[src/hdl/b2da_pkg.sv]
// b2da_pkg: shared types and constants for the binary to decimal ascii block
// no dependencies; used by b2da_dabble and binary_to_decimal_ascii

package b2da_pkg;

    typedef enum logic [1:0] {
        OP_U8  = 2'd0,
        OP_U16 = 2'd1,
        OP_S16 = 2'd2,
        OP_U32 = 2'd3
    } op_t;

    localparam logic [7:0] CHAR_ZERO  = 8'h30;
    localparam logic [7:0] CHAR_PLUS  = 8'h2B;
    localparam logic [7:0] CHAR_MINUS = 8'h2D;
    localparam logic [7:0] CHAR_NUL   = 8'h00;

    // decimal digits of each format before clipping to the digit cells
    localparam int DIGITS_U8  = 3;
    localparam int DIGITS_U16 = 5;
    localparam int DIGITS_U32 = 10;

    // binary bits shifted through the converter for each format
    localparam int                   BIT_CNT_W = 6;
    localparam logic [BIT_CNT_W-1:0] BITS_U8   = 6'd8;
    localparam logic [BIT_CNT_W-1:0] BITS_U16  = 6'd16;
    localparam logic [BIT_CNT_W-1:0] BITS_U32  = 6'd32;

    // shift-add-3 correction
    localparam logic [3:0] BCD_FIX_MIN = 4'd5;
    localparam logic [3:0] BCD_FIX_ADD = 4'd3;

endpackage

[src/hdl/b2da_dabble.sv]
// b2da_dabble: one shift-add-3 step over a row of bcd digits
// depends on b2da_pkg for the correction constants

module b2da_dabble #(
    parameter int NDIG = 10
) (
    input  logic [NDIG*4-1:0] bcd_in,
    input  logic              bit_in,
    output logic [NDIG*4-1:0] bcd_out
);

    logic [NDIG*4-1:0] adj;

    // digits of five or more get three added so the shift carries at ten
    always_comb
    begin
        for (int i = 0; i < NDIG; i++)
        begin
            if (bcd_in[i*4 +: 4] >= b2da_pkg::BCD_FIX_MIN)
                adj[i*4 +: 4] = bcd_in[i*4 +: 4] + b2da_pkg::BCD_FIX_ADD;
            else
                adj[i*4 +: 4] = bcd_in[i*4 +: 4];
        end
    end

    // the top digit's carry falls off: value is kept modulo 10^NDIG
    assign bcd_out = {adj[NDIG*4-2:0], bit_in};

endmodule

[src/hdl/binary_to_decimal_ascii.sv]
// binary_to_decimal_ascii: top level, fixed-width decimal ascii from a binary word
// depends on b2da_pkg and b2da_dabble
//
// channel  signals                         direction  width
// req      req_valid operation (req_stall out) in         2
//          value                           in         32
// rsp      rsp_valid character (rsp_stall in)  out        8
//          last_char                       out        1
//
// a word is accepted, then converted one binary bit per cycle (8 for u8, 16 for u16
// and s16, 32 for u32) through the shared shift-add-3 step, then emitted at one
// character per cycle unless rsp_stall holds it: 4, 6, 7 or 11 characters with the terminator.
// req_stall is high once a word is accepted until the terminator is loaded in the output register.
// rsp_stall holds the output register and pauses character emission.
// reset clears the sequencer and the output valid; digit cells are not reset.

module binary_to_decimal_ascii #(
    parameter int MAX_DIGITS = 10
) (
    input  logic       clk,
    input  logic       rst_n,
    input  logic       req_valid,
    output logic       req_stall,
    input  logic [1:0] operation,
    input  logic [31:0] value,
    output logic       rsp_valid,
    input  logic       rsp_stall,
    output logic [7:0] character,
    output logic       last_char
);

    localparam int BCD_W = MAX_DIGITS * 4;
    localparam int IDX_W = $clog2(MAX_DIGITS);

    localparam logic [IDX_W-1:0] TOP_U8 = IDX_W'(
        ((b2da_pkg::DIGITS_U8 > MAX_DIGITS) ? MAX_DIGITS : b2da_pkg::DIGITS_U8) - 1);
    localparam logic [IDX_W-1:0] TOP_U16 = IDX_W'(
        ((b2da_pkg::DIGITS_U16 > MAX_DIGITS) ? MAX_DIGITS : b2da_pkg::DIGITS_U16) - 1);
    localparam logic [IDX_W-1:0] TOP_U32 = IDX_W'(
        ((b2da_pkg::DIGITS_U32 > MAX_DIGITS) ? MAX_DIGITS : b2da_pkg::DIGITS_U32) - 1);

    typedef enum logic [2:0] {
        ST_IDLE,
        ST_CONVERT,
        ST_SIGN,
        ST_DIGITS,
        ST_TERM
    } state_t;

    state_t                          state_reg, state_next;
    logic [b2da_pkg::BIT_CNT_W-1:0]  bit_cnt_reg, bit_cnt_next;
    logic [IDX_W-1:0]                digit_idx_reg, digit_idx_next;
    logic                            has_sign_reg, has_sign_next;
    logic                            negative_reg, negative_next;
    logic                            rsp_valid_reg, rsp_valid_next;
    logic [7:0]                      character_reg, character_next;
    logic                            last_char_reg, last_char_next;
    logic [31:0]                     work_reg, work_next;
    logic [BCD_W-1:0]                bcd_reg, bcd_next;

    logic [BCD_W-1:0]                bcd_step;
    logic [15:0]                     magnitude;
    logic                            rsp_free;
    logic                            req_take;
    logic [3:0]                      digit_sel;

    b2da_dabble #(
        .NDIG (MAX_DIGITS)
    ) u_dabble (
        .bcd_in  (bcd_reg),
        .bit_in  (work_reg[31]),
        .bcd_out (bcd_step)
    );

    assign req_stall = (state_reg != ST_IDLE);
    assign req_take  = req_valid && (state_reg == ST_IDLE);
    assign rsp_free  = !rsp_valid_reg || !rsp_stall;
    assign magnitude = value[15] ? 16'(~value[15:0] + 16'd1) : value[15:0];
    assign digit_sel = bcd_reg[{digit_idx_reg, 2'b00} +: 4];

    always_comb
    begin
        state_next     = state_reg;
        bit_cnt_next   = bit_cnt_reg;
        digit_idx_next = digit_idx_reg;
        has_sign_next  = has_sign_reg;
        negative_next  = negative_reg;
        rsp_valid_next = rsp_valid_reg && rsp_stall;
        character_next = character_reg;
        last_char_next = last_char_reg;
        work_next      = work_reg;
        bcd_next       = bcd_reg;

        unique case (state_reg)
            ST_IDLE:
            begin
                if (req_take)
                begin
                    state_next    = ST_CONVERT;
                    bcd_next      = '0;
                    has_sign_next = 1'b0;
                    negative_next = 1'b0;
                    unique case (b2da_pkg::op_t'(operation))
                        b2da_pkg::OP_U8:
                        begin
                            work_next      = {value[7:0], 24'd0};
                            bit_cnt_next   = b2da_pkg::BITS_U8;
                            digit_idx_next = TOP_U8;
                        end
                        b2da_pkg::OP_U16:
                        begin
                            work_next      = {value[15:0], 16'd0};
                            bit_cnt_next   = b2da_pkg::BITS_U16;
                            digit_idx_next = TOP_U16;
                        end
                        b2da_pkg::OP_S16:
                        begin
                            work_next      = {magnitude, 16'd0};
                            bit_cnt_next   = b2da_pkg::BITS_U16;
                            digit_idx_next = TOP_U16;
                            has_sign_next  = 1'b1;
                            negative_next  = value[15];
                        end
                        b2da_pkg::OP_U32:
                        begin
                            work_next      = value;
                            bit_cnt_next   = b2da_pkg::BITS_U32;
                            digit_idx_next = TOP_U32;
                        end
                    endcase
                end
            end
            ST_CONVERT:
            begin
                bcd_next     = bcd_step;
                work_next    = {work_reg[30:0], 1'b0};
                bit_cnt_next = bit_cnt_reg - 1'b1;
                if (bit_cnt_reg == b2da_pkg::BIT_CNT_W'(1))
                    state_next = has_sign_reg ? ST_SIGN : ST_DIGITS;
            end
            ST_SIGN:
            begin
                if (rsp_free)
                begin
                    rsp_valid_next = 1'b1;
                    character_next = negative_reg ? b2da_pkg::CHAR_MINUS
                                                  : b2da_pkg::CHAR_PLUS;
                    last_char_next = 1'b0;
                    state_next     = ST_DIGITS;
                end
            end
            ST_DIGITS:
            begin
                if (rsp_free)
                begin
                    rsp_valid_next = 1'b1;
                    character_next = b2da_pkg::CHAR_ZERO | {4'd0, digit_sel};
                    last_char_next = 1'b0;
                    if (digit_idx_reg == '0)
                        state_next = ST_TERM;
                    else
                        digit_idx_next = digit_idx_reg - 1'b1;
                end
            end
            ST_TERM:
            begin
                if (rsp_free)
                begin
                    rsp_valid_next = 1'b1;
                    character_next = b2da_pkg::CHAR_NUL;
                    last_char_next = 1'b1;
                    state_next     = ST_IDLE;
                end
            end
            default:
            begin
                state_next = ST_IDLE;
            end
        endcase
    end

    always_ff @(posedge clk or negedge rst_n)
    begin
        if (!rst_n)
        begin
            state_reg     <= ST_IDLE;
            bit_cnt_reg   <= '0;
            digit_idx_reg <= '0;
            has_sign_reg  <= 1'b0;
            negative_reg  <= 1'b0;
            rsp_valid_reg <= 1'b0;
            character_reg <= '0;
            last_char_reg <= 1'b0;
            work_reg      <= '0;
        end
        else
        begin
            state_reg     <= state_next;
            bit_cnt_reg   <= bit_cnt_next;
            digit_idx_reg <= digit_idx_next;
            has_sign_reg  <= has_sign_next;
            negative_reg  <= negative_next;
            rsp_valid_reg <= rsp_valid_next;
            character_reg <= character_next;
            last_char_reg <= last_char_next;
            work_reg      <= work_next;
        end
    end

    // digit cells carry no reset
    always_ff @(posedge clk)
    begin
        bcd_reg <= bcd_next;
    end

    assign rsp_valid = rsp_valid_reg;
    assign character = character_reg;
    assign last_char = last_char_reg;

endmodule

[config.mk]
export PLATFORM = sky130hd
export DESIGN_NAME = binary_to_decimal_ascii
export DESIGN_NICKNAME = d
export VERILOG_FILES = /design/src/hdl/b2da_pkg.sv /design/src/hdl/b2da_dabble.sv /design/src/hdl/binary_to_decimal_ascii.sv
export SDC_FILE = /design/constraint.sdc
export NUM_CORES = 1
export LEC_CHECK = 0
export BUFFER_PORTS_ARGS = -buffer_cell sky130_fd_sc_hd__clkbuf_2
export CAP_MARGIN = 20
export CELL_PAD_IN_SITES_DETAIL_PLACEMENT = 0
export CELL_PAD_IN_SITES_GLOBAL_PLACEMENT = 1
export CORE_MARGIN = 3
export CORE_UTILIZATION = 47
export CTS_BUF_LIST = sky130_fd_sc_hd__clkbuf_8 sky130_fd_sc_hd__clkbuf_16
export DETAILED_ROUTE_END_ITERATION = 16
export PLACE_DENSITY = 0.8
export SYNTH_ARGS = -nofsm -noshare
export SYNTH_HDL_FRONTEND = slang
export SYNTH_SLANG_ARGS = --single-unit
[constraint.sdc]
create_clock -name clk -period 2.9 [get_ports clk]
set_input_delay 0.58 -clock clk [delete_from_list [all_inputs] [get_ports clk]]
set_output_delay 0.58 -clock clk [all_outputs]
set_load 0.005 [all_outputs]
==> results.sh, run 1 <==
export IMPL_async_reset_ff_share_pct=57.9
export IMPL_synth_area_leaders="dfrtp_1, edfxtp_1, ha_1"
export IMPL_drtAntennaViolNets=0
export IMPL_worst_setup_path_end_kind="flip-flop"
export IMPL_grt_pass1_vias=4614
export IMPL_final_area_mm2=0.00656
export IMPL_max_slew_worst_pin_slew_ns=0.857
export IMPL_die_width_um=118
export IMPL_worstSetupPathType="reg -> reg"
export IMPL_finalWorstSetupSlack_ns=0.679
export IMPL_setup_tns_ns=0
export IMPL_syn2layout_area_growth_pct=11.5
export IMPL_drv_slew=0
export IMPL_finalSetupViolations=0
export IMPL_p_int_mw=4.25
export IMPL_clockRootBuffer="clkbuf_16"
export IMPL_placed_cell_area_mm2=0.00623
export IMPL_powerDensity_mw_per_mm2=1070
export IMPL_largest_reg_flops=40
export IMPL_rows=40
export IMPL_vias=4746
export IMPL_rsz0062_at_grt="no"
export IMPL_crit_path_start_kind="flip-flop"
export IMPL_num_antenna_cells=0
export IMPL_clk_pin_slew_worst_paths_ns=0.07
export IMPL_cts_setup_buffers=0
export IMPL_synth_top_cell_area_share_pct=23.4
export IMPL_core_mm2=0.0121
export IMPL_finalCritPeriodShare_pct=76.6
export IMPL_cts_tree="done"
export IMPL_synth_largest_area_cell="dfrtp_1"
export IMPL_critPathRequiredTime_ns=3.17
export IMPL_grt_max_degree=41
export IMPL_fmax_mhz=450
export IMPL_cts_hold_buf=0
export IMPL_seq_power_share_pct=40.0
export IMPL_ys_types=60
export IMPL_die_h_um=118
export IMPL_pwr_share_comb_pct=41.6
export IMPL_first_pass_iters=8
export IMPL_finalNetCount=714
export IMPL_cap_violations=0
export IMPL_synth_edf_count=40
export IMPL_synth_avg_cell_area_um2=9.51
export IMPL_io_buffers=46
export IMPL_hold_ws_ns=0.178
export IMPL_grt_ovfl_total=0
export IMPL_drive_gt1_share_pct=13.2
export IMPL_initial_core_util_pct=48.6
export IMPL_cp_max_fo=18
export IMPL_wirelength_mm=13.9
export IMPL_ios=49
export IMPL_wl_per_cell_um=16.9
export IMPL_sw_frac_of_total_pct=39.3
export IMPL_htree_num_levels=3
export IMPL_yosysSeqAreaShare_pct=43.8
export IMPL_period_minus_slack_ns=2.22
export IMPL_cts_buffers=9
export IMPL_max_slew_margin_pct=42.8
export IMPL_power_leakage_nw=2.90
export IMPL_dp_slack_ns=0.531
export IMPL_synthCells=619
export IMPL_clkSinkCount=95
export IMPL_most_common_layout_cells="nor2_1, a21oi_1, dfrtp_1"
export IMPL_dominantRegCellSynth="dfrtp_1"
export IMPL_p_clk_share_pct=18.3
export IMPL_gp_congestion=0.893
export IMPL_status="complete, no violations"
export IMPL_clock_skew_ns=0.00909
export IMPL_dieArea_mm2=0.0139
export IMPL_ir_drop_mv=0.590
export IMPL_post_drt_via_cell_ratio=5.78
export IMPL_grt_use_total_pct=20.9
export IMPL_antenna_found_initial=0
export IMPL_cp_arrival_ns=2.50
export IMPL_drtIter0Drc=468
export IMPL_finalPower_mw=7.01
export IMPL_clock_path_buffers=2
export IMPL_drc=0
export IMPL_grt_pass1_wl_mm=23.7
export IMPL_hold_class="in -> async"
export IMPL_cts_resized=0
export IMPL_ys_warn_count=0
export IMPL_dp_hpwl_mm=9.68
export IMPL_synth_seq_cells=95
export IMPL_clock_latency_ns=0.35
export IMPL_netSwitchingPower_mw=2.76
export IMPL_layout_commonest_cell="nor2_1"
export IMPL_hold_viol=0
export IMPL_synth_area_mm2=0.00589
==> layout make-up <==
type | instances | area [µm²]
Clock buffer | 13 | 292
Inverter | 50 | 188
Multi-Input combinational cell | 438 | 2950
Fill cell | 1134 | 5550
Clock inverter | 3 | 38.8
Tap cell | 168 | 210
Sequential cell | 95 | 2580
Timing Repair Buffer | 54 | 303
==> routing by layer <==
layer | vias up | GRT usage (%) | routed length [µm]
li1 | 2307 | - | -
met1 | 2320 | 30.2 | 6650
met2 | 102 | 32.3 | 6480
met3 | 17 | 4.57 | 621
met4 | 0 | 4.84 | 145
met5 | - | 0 | 0
==> critical path: stages (launching register included) <==
cell and delay (ns):
dfrtp_1 0.64, inv_1 0.14, ha_1 0.19, or3b_2 0.48, nand2_1 0.10, o211ai_1 0.13, nor3_1 0.26, mux2i_1 0.20
==> power groups by stage <==
stage                     combinational [mW]  clock [mW]  sequential [mW]
after floorplan                         2.38           0             2.57
after global placement                  2.83           0             2.80
after detailed placement                2.93           0             2.82
after CTS                               2.94        1.32             2.80
after global routing                    3.37        1.37             2.91
final                                   2.92        1.29             2.81
==> cells by family after synthesis <==
logic type               Yosys count  synth area share, %
AO/OA/AOI/OAI                    182                 20.3
flip-flops                        95                 43.8
multiplexers                      14                 4.63
adder cells (fa/ha/maj)           28                 5.95
buffers and inverters             87                 6.21
other                              1               0.0637
AND/OR/NAND/NOR                  185                 15.1
XOR/XNOR                          27                 4.02
==> path summary, 6_finish.rpt <==
kind / from / end / slack (ns) / cells past startpoint
worst max-delay path: digit_idx_reg[0]$_DFFE_PN0P_ / state_reg[0]$_DFFE_PN0P_ / 0.68 / 7
worst min-delay path: rst_n / work_reg[17]$_DFFE_PN0P_ / 0.18 / 1
worst max register to register: digit_idx_reg[0]$_DFFE_PN0P_ / state_reg[0]$_DFFE_PN0P_ / 0.68 / 7
worst min register to register: has_sign_reg$_DFFE_PN0P_ / has_sign_reg$_DFFE_PN0P_ / 0.49 / 2
max in group asynchronous: rst_n / work_reg[2]$_DFFE_PN0P_ / 1.86 / 2
min in group clk: has_sign_reg$_DFFE_PN0P_ / has_sign_reg$_DFFE_PN0P_ / 0.49 / 2
==> synth_stat cells, drive strengths merged (3+ instances only) <==
cell type and count:
buf 18, nand3b 3, xnor2 13, a221oi 3, a222oi 20, a41oi 5, a22o 4, a221o 12
o21ai 51, nor3 19, a31oi 9, mux2 5, ha 28, dfrtp 55, xor2 14, nand2 49
o31ai 3, mux4 8, a21oi 55, or3 3, inv 49, edfxtp 40, a22oi 8, nor2 73
nand2b 13, nand3 9, clkbuf 19
==> per-stage QoR <==
stage | std cells | utilization (%)
4_1_cts | 821 | 54.2
3_3_place_gp | 805 | 51.4
2_1_floorplan | 620 | -
3_5_place_dp | 805 | 51.4
5_1_grt | 821 | 54.2
6_report | 821 | 54.2
Note: power is estimated with default switching activity, not from simulation.
==> run 2: changes to the inputs <==
- CORE_UTILIZATION: 47 -> 43
- PLACE_DENSITY: 0.8 -> 0.77
- clock period: 2.9 -> 1.9 ns (I/O delays scaled with it)
==> results.sh, run 2 (synthesized netlist as in run 1, its figures left out) <==
export IMPL_period_minus_slack_ns=1.83
export IMPL_finalPower_mw=10.8
export IMPL_max_stage_delay_ns=0.41
export IMPL_wirelength_mm=14.7
export IMPL_power_leakage_nw=3.13
export IMPL_critPathRequiredTime_ns=2.13
export IMPL_cts_tree="done"
export IMPL_drtIter0Drc=558
export IMPL_worstRegToRegCells=7
export IMPL_drive_gt1_share_pct=19.7
export IMPL_rows=42
export IMPL_die_width_um=123
export IMPL_grt_use_total_pct=20.0
export IMPL_hold_class="in -> async"
export IMPL_grt_ovfl_total=0
export IMPL_cap_violations=0
export IMPL_worstSetupPathType="reg -> reg"
export IMPL_p_int_mw=6.52
export IMPL_wl_per_cell_um=16.7
export IMPL_clock_path_buffers=2
export IMPL_first_pass_iters=8
export IMPL_syn2layout_area_growth_pct=17.9
export IMPL_finalCritPeriodShare_pct=96.4
export IMPL_io_buffers=46
export IMPL_dieArea_mm2=0.0151
export IMPL_seq_power_share_pct=38.5
export IMPL_initial_core_util_pct=44.3
export IMPL_largest_reg_flops=40
export IMPL_powerDensity_mw_per_mm2=1550
export IMPL_cp_arrival_ns=2.06
export IMPL_cts_hold_buf=0
export IMPL_timing_rr_end="work_reg[21]$_DFFE_PN0P_"
export IMPL_core_mm2=0.0133
export IMPL_antenna_found_initial=0
export IMPL_cp_num_cells=7
export IMPL_vias=5057
export IMPL_drv_slew=0
export IMPL_layout_cells_non_filler=876
export IMPL_clockRootBuffer="clkbuf_16"
export IMPL_r2r_start="state_reg[1]$_DFFE_PN0P_"
export IMPL_clock_skew_ns=0.00822
export IMPL_gp_congestion=0.892
export IMPL_clock_latency_ns=0.35
export IMPL_critPathLaunch="state_reg[1]$_DFFE_PN0P_"
export IMPL_htree_num_levels=3
export IMPL_crit_path_start_kind="flip-flop"
export IMPL_most_common_layout_cells="nor2_1, a21oi_1, inv_1, dfrtp_1"
export IMPL_worst_setup_path_end_kind="flip-flop"
export IMPL_ir_drop_mv=0.576
export IMPL_cp_slowest_cell="dfrtp_2"
export IMPL_worstPathCellList="buf_4 -> nor4b_4 -> buf_4 -> nor2_4 -> buf_4 -> buf_4 -> a221o_1"
export IMPL_finalNetCount=761
export IMPL_clkSinkCount=95
export IMPL_cts_buffers=9
export IMPL_sw_frac_of_total_pct=39.6
export IMPL_fmax_mhz=546
export IMPL_finalSetupViolations=0
export IMPL_grt_pass1_vias=4717
export IMPL_clk_pin_slew_worst_paths_ns=0.06
export IMPL_max_slew_margin_pct=55.4
export IMPL_placed_cells=853
export IMPL_netSwitchingPower_mw=4.27
export IMPL_num_antenna_cells=0
export IMPL_ios=49
export IMPL_drtAntennaViolNets=0
export IMPL_status="complete, no violations"
export IMPL_cp_max_fo=10
export IMPL_die_h_um=123
export IMPL_cp_common_cell="buf_4"
export IMPL_layout_commonest_cell="nor2_1"
export IMPL_post_drt_via_cell_ratio=5.77
export IMPL_dp_hpwl_mm=10.4
export IMPL_r2r_slack_ns=0.07
export IMPL_grt_max_degree=56
export IMPL_grt_pass1_wl_mm=23.6
export IMPL_worst_path_buf_inv=4
export IMPL_crit_end="work_reg[21]$_DFFE_PN0P_"
export IMPL_drc=0
export IMPL_hold_viol=0
export IMPL_p_clk_share_pct=15.4
export IMPL_crit_family="buffers and inverters"
export IMPL_max_slew_worst_pin_slew_ns=0.668
export IMPL_pwr_share_comb_pct=46.0
==> run 2: changes by cell type in the layout (fill, tap and decap cells not counted), sizes merged <==
cell      delta
buf         +46
clkbuf       -2
inv          +2
bufinv       -1
clkinvlp     +1
nor2         +1
==> run 2: layout make-up <==
cell class              count  area (µm²)
clock buffers              11         253
clock inverters             5        20.0
fillers                  1189        6350
inverters                  50         191
multi-input cells         439        2990
flip-flops and latches     95        2580
well taps                 176         220
repair buffers            100         689
==> run 2: what timing repair did <==
item                       CTS  global route
pin swaps                    1             2
buffers inserted             1             6
cloned                       0             1
setup endpoints to repair   42            52
gates resized for setup      3             4
==> run 2: metrics by stage <==
stage	setup WS, ns	utilization (%)	hold slack [ns]	setup TNS (ns)	area [µm²]
final	0.0680	52.2	0.0199	0	6940
after global routing	-0.0252	52.2	0.0388	-0.0480	6940
after CTS	-0.0163	51.7	0.0330	-0.0163	6880
after detailed placement	-0.0421	49.6	0.411	-0.598	6600
after global placement	-0.00446	49.6	0.393	-0.00446	6600
after floorplan	0.0317	-	0.0844	0	5940
==> run 2: power groups by stage <==
stage	clock (mW)	sequential [mW]	combinational, mW
2_1_floorplan	0	3.92	3.71
3_3_place_gp	0	4.16	4.68
3_5_place_dp	0	4.19	4.83
4_1_cts	1.71	4.15	4.87
5_1_grt	1.79	4.28	5.66
6_report	1.67	4.16	4.97
==> run 2: worst min path at each step <==
| stage | cells after the start | endpoint | slack (ns) |
|---|---|---|---|
| 6_report | 2 | work_reg[6]$_DFFE_PN0P_ | 0.02 |
| 5_1_grt | 2 | work_reg[6]$_DFFE_PN0P_ | 0.04 |
| 4_1_cts | 2 | work_reg[6]$_DFFE_PN0P_ | 0.03 |
| 3_5_place_dp | 2 | work_reg[6]$_DFFE_PN0P_ | 0.41 |
| 3_3_place_gp | 2 | work_reg[6]$_DFFE_PN0P_ | 0.39 |
| 2_1_floorplan | 0 | bit_cnt_reg[0]$_DFFE_PN0P_ | 0.08 |
==> run 2: layer usage <==
metal | routed length [µm] | vias to the layer above | track usage (%)
met5 | 0 | - | 0
met3 | 863 | 21 | 3.52
met4 | 314 | 0 | 7.75
met1 | 6890 | 2477 | 28.0
met2 | 6600 | 148 | 30.9
li1 | - | 2411 | -
==> run 3: changes to the inputs <==
- ABC_AREA: not set -> 1
- CORE_UTILIZATION: 43 -> 41
- PLACE_DENSITY: 0.77 -> 0.78
==> results.sh, run 3 <==
export IMPL_io_buffers=46
export IMPL_synth_area_leaders="dfrtp_1, edfxtp_1, nand2_1"
export IMPL_grt_pass1_wl_mm=25.8
export IMPL_synth_area_mm2=0.00614
export IMPL_powerDensity_mw_per_mm2=1680
export IMPL_die_h_um=128
export IMPL_antenna_found_initial=0
export IMPL_largest_reg_flops=40
export IMPL_grt_ovfl_total=0
export IMPL_period_minus_slack_ns=1.82
export IMPL_ys_types=36
export IMPL_cts_buffers=9
export IMPL_post_drt_via_cell_ratio=5.29
export IMPL_wl_per_cell_um=14.7
export IMPL_worstRegToRegCells=9
export IMPL_ys_warn_count=0
export IMPL_critPathRequiredTime_ns=2.14
export IMPL_dp_hpwl_mm=11.4
export IMPL_ios=49
export IMPL_die_width_um=128
export IMPL_grt_use_total_pct=19.3
export IMPL_power_leakage_nw=3.34
export IMPL_clk_pin_slew_worst_paths_ns=0.07
export IMPL_timing_rr_end="work_reg[28]$_DFFE_PN0P_"
export IMPL_async_reset_ff_share_pct=57.9
export IMPL_rows=44
export IMPL_num_antenna_cells=0
export IMPL_most_common_layout_cells="nand2_1, inv_1, nand3_1"
export IMPL_synth_top_cell_area_share_pct=22.4
export IMPL_cap_violations=0
export IMPL_synth_largest_area_cell="dfrtp_1"
export IMPL_wirelength_mm=15.5
export IMPL_cp_max_fo=44
export IMPL_vias=5567
export IMPL_r2r_start="state_reg[1]$_DFFE_PN0P_"
export IMPL_first_pass_iters=7
export IMPL_drtAntennaViolNets=0
export IMPL_synth_avg_cell_area_um2=7.51
export IMPL_grt_max_degree=56
export IMPL_hold_viol=0
export IMPL_synth_edf_count=40
export IMPL_dominantRegCellSynth="dfrtp_1"
export IMPL_clkSinkCount=95
export IMPL_grt_pass1_vias=5432
export IMPL_worstSetupPathType="reg -> reg"
export IMPL_finalSetupViolations=0
export IMPL_yosysSeqAreaShare_pct=42.0
export IMPL_syn2layout_area_growth_pct=12.7
export IMPL_finalNetCount=930
export IMPL_htree_num_levels=3
export IMPL_hold_ws_ns=0.0105
export IMPL_cts_hold_buf=0
export IMPL_core_mm2=0.0146
export IMPL_synth_top_cells_by_count="nand2_1, inv_1, nand3_1"
export IMPL_post_route_util_pct=47.5
export IMPL_rsz0062_at_grt="yes"
export IMPL_drc=0
export IMPL_layout_commonest_cell="nand2_1"
export IMPL_yosysMostFrequentCell="nand2_1"
export IMPL_clock_latency_ns=0.35
export IMPL_r2r_slack_ns=0.08
export IMPL_crit_path_start_kind="flip-flop"
export IMPL_hold_class="in -> async"
export IMPL_drtIter0Drc=384
export IMPL_status="complete, no violations"
export IMPL_finalCritPeriodShare_pct=95.6
export IMPL_dieArea_mm2=0.0165
export IMPL_worst_setup_path_end_kind="flip-flop"
export IMPL_drv_slew=0
export IMPL_clockRootBuffer="clkbuf_16"
export IMPL_clock_skew_ns=0.00517
export IMPL_initial_core_util_pct=42.1
export IMPL_synthCells=818
export IMPL_ir_drop_mv=0.756
export IMPL_gp_congestion=0.837
export IMPL_clock_path_buffers=2
export IMPL_placed_cells=1035
export IMPL_synth_seq_cells=95
export IMPL_cp_arrival_ns=2.06
export IMPL_layout_cells_non_filler=1053
export IMPL_drive_gt1_share_pct=11.7
export IMPL_cts_tree="done"
export IMPL_fmax_mhz=550
run 3: cell types whose count changed after synthesis, sizes merged, moves of 11 or more:
cell,before,now
nand2b,13,0
xnor2,13,0
nand3,9,69
a221o,12,0
nand2,49,229
xor2,14,0
a222oi,20,0
inv,49,116
o221ai,0,11
o21ai,51,66
run 3: where the power goes:
part	total, mW	switching [mW]	internal (mW)
logic	6.00	3.99	2.01
clock network	1.67	0.798	0.877
registers	3.98	0.567	3.41
total	11.7	5.36	6.30
run 3: timing repair:
| item | CTS | global route |
|---|---|---|
| setup endpoints to repair | 0 | 20 |
| buffers inserted | 0 | 2 |
| gates resized for setup | 0 | 5 |
run 3: worst max path at each step:
stage / from / slack, ns / to
2_1_floorplan: state_reg[0]$_DFFE_PN0P_ / 0.22 / bcd_reg[0]$_SDFFCE_PN0P_
3_3_place_gp: state_reg[1]$_DFFE_PN0P_ / 0.20 / work_reg[6]$_DFFE_PN0P_
3_5_place_dp: state_reg[0]$_DFFE_PN0P_ / 0.1 / state_reg[1]$_DFFE_PN0P_
4_1_cts: state_reg[1]$_DFFE_PN0P_ / 0.07 / work_reg[8]$_DFFE_PN0P_
5_1_grt: state_reg[1]$_DFFE_PN0P_ / -0.07 / work_reg[27]$_DFFE_PN0P_
6_report: state_reg[1]$_DFFE_PN0P_ / 0.08 / work_reg[28]$_DFFE_PN0P_
run 3: kinds of logic (layout without fill, tap and decap cells):
family | after synthesis | after routing | share of synthesized area [%]
buffers and inverters | 149 | 199 | 9.76
AND/OR/NAND/NOR | 381 | 381 | 26.0
flip-flops | 95 | 95 | 42.0
other | 1 | 2 | 0.0610
adder cells (fa/ha/maj) | 28 | 28 | 5.70
AO/OA/AOI/OAI | 164 | 164 | 16.5
run 3: layout make-up:
class / instances / area, µm²
Clock inverter: 7 / 38.8
Fill cell: 1435 / 7670
Sequential cell: 95 / 2580
Multi-Input combinational cell: 575 / 2980
Clock buffer: 9 / 225
Inverter: 117 / 442
Timing Repair Buffer: 66 / 425
Tap cell: 184 / 230
run 3: worst max-delay path, stage by stage, from the launching register on:
cell and delay (ns):
dfrtp_1 0.42, inv_1 0.14, nand2_1 0.10, nor2_2 0.15, nand2_2 0.15, nand2_4 0.24, buf_16 0.28, o22ai_1 0.10
inv_1 0.06, nand2_1 0.05
run 3: metrics by stage:
step | worst slack [ns] | setup TNS [ns] | power (mW) | cell area [µm²]
2_1_floorplan | 0.216 | 0 | 8.18 | 6150
3_3_place_gp | 0.203 | 0 | 9.70 | 6620
3_5_place_dp | 0.0981 | 0 | 9.92 | 6620
4_1_cts | 0.0745 | 0 | 11.6 | 6880
5_1_grt | -0.0687 | -0.834 | 12.8 | 6920
6_report | 0.0829 | 0 | 11.7 | 6920
run 3: metal layers:
layer	wire length, µm	global-route usage, %	vias to the layer above
li1	-	-	2806
met1	7240	25.6	2605
met2	7350	31.8	130
met3	588	3.32	26
met4	276	7.30	0
met5	0	0	-
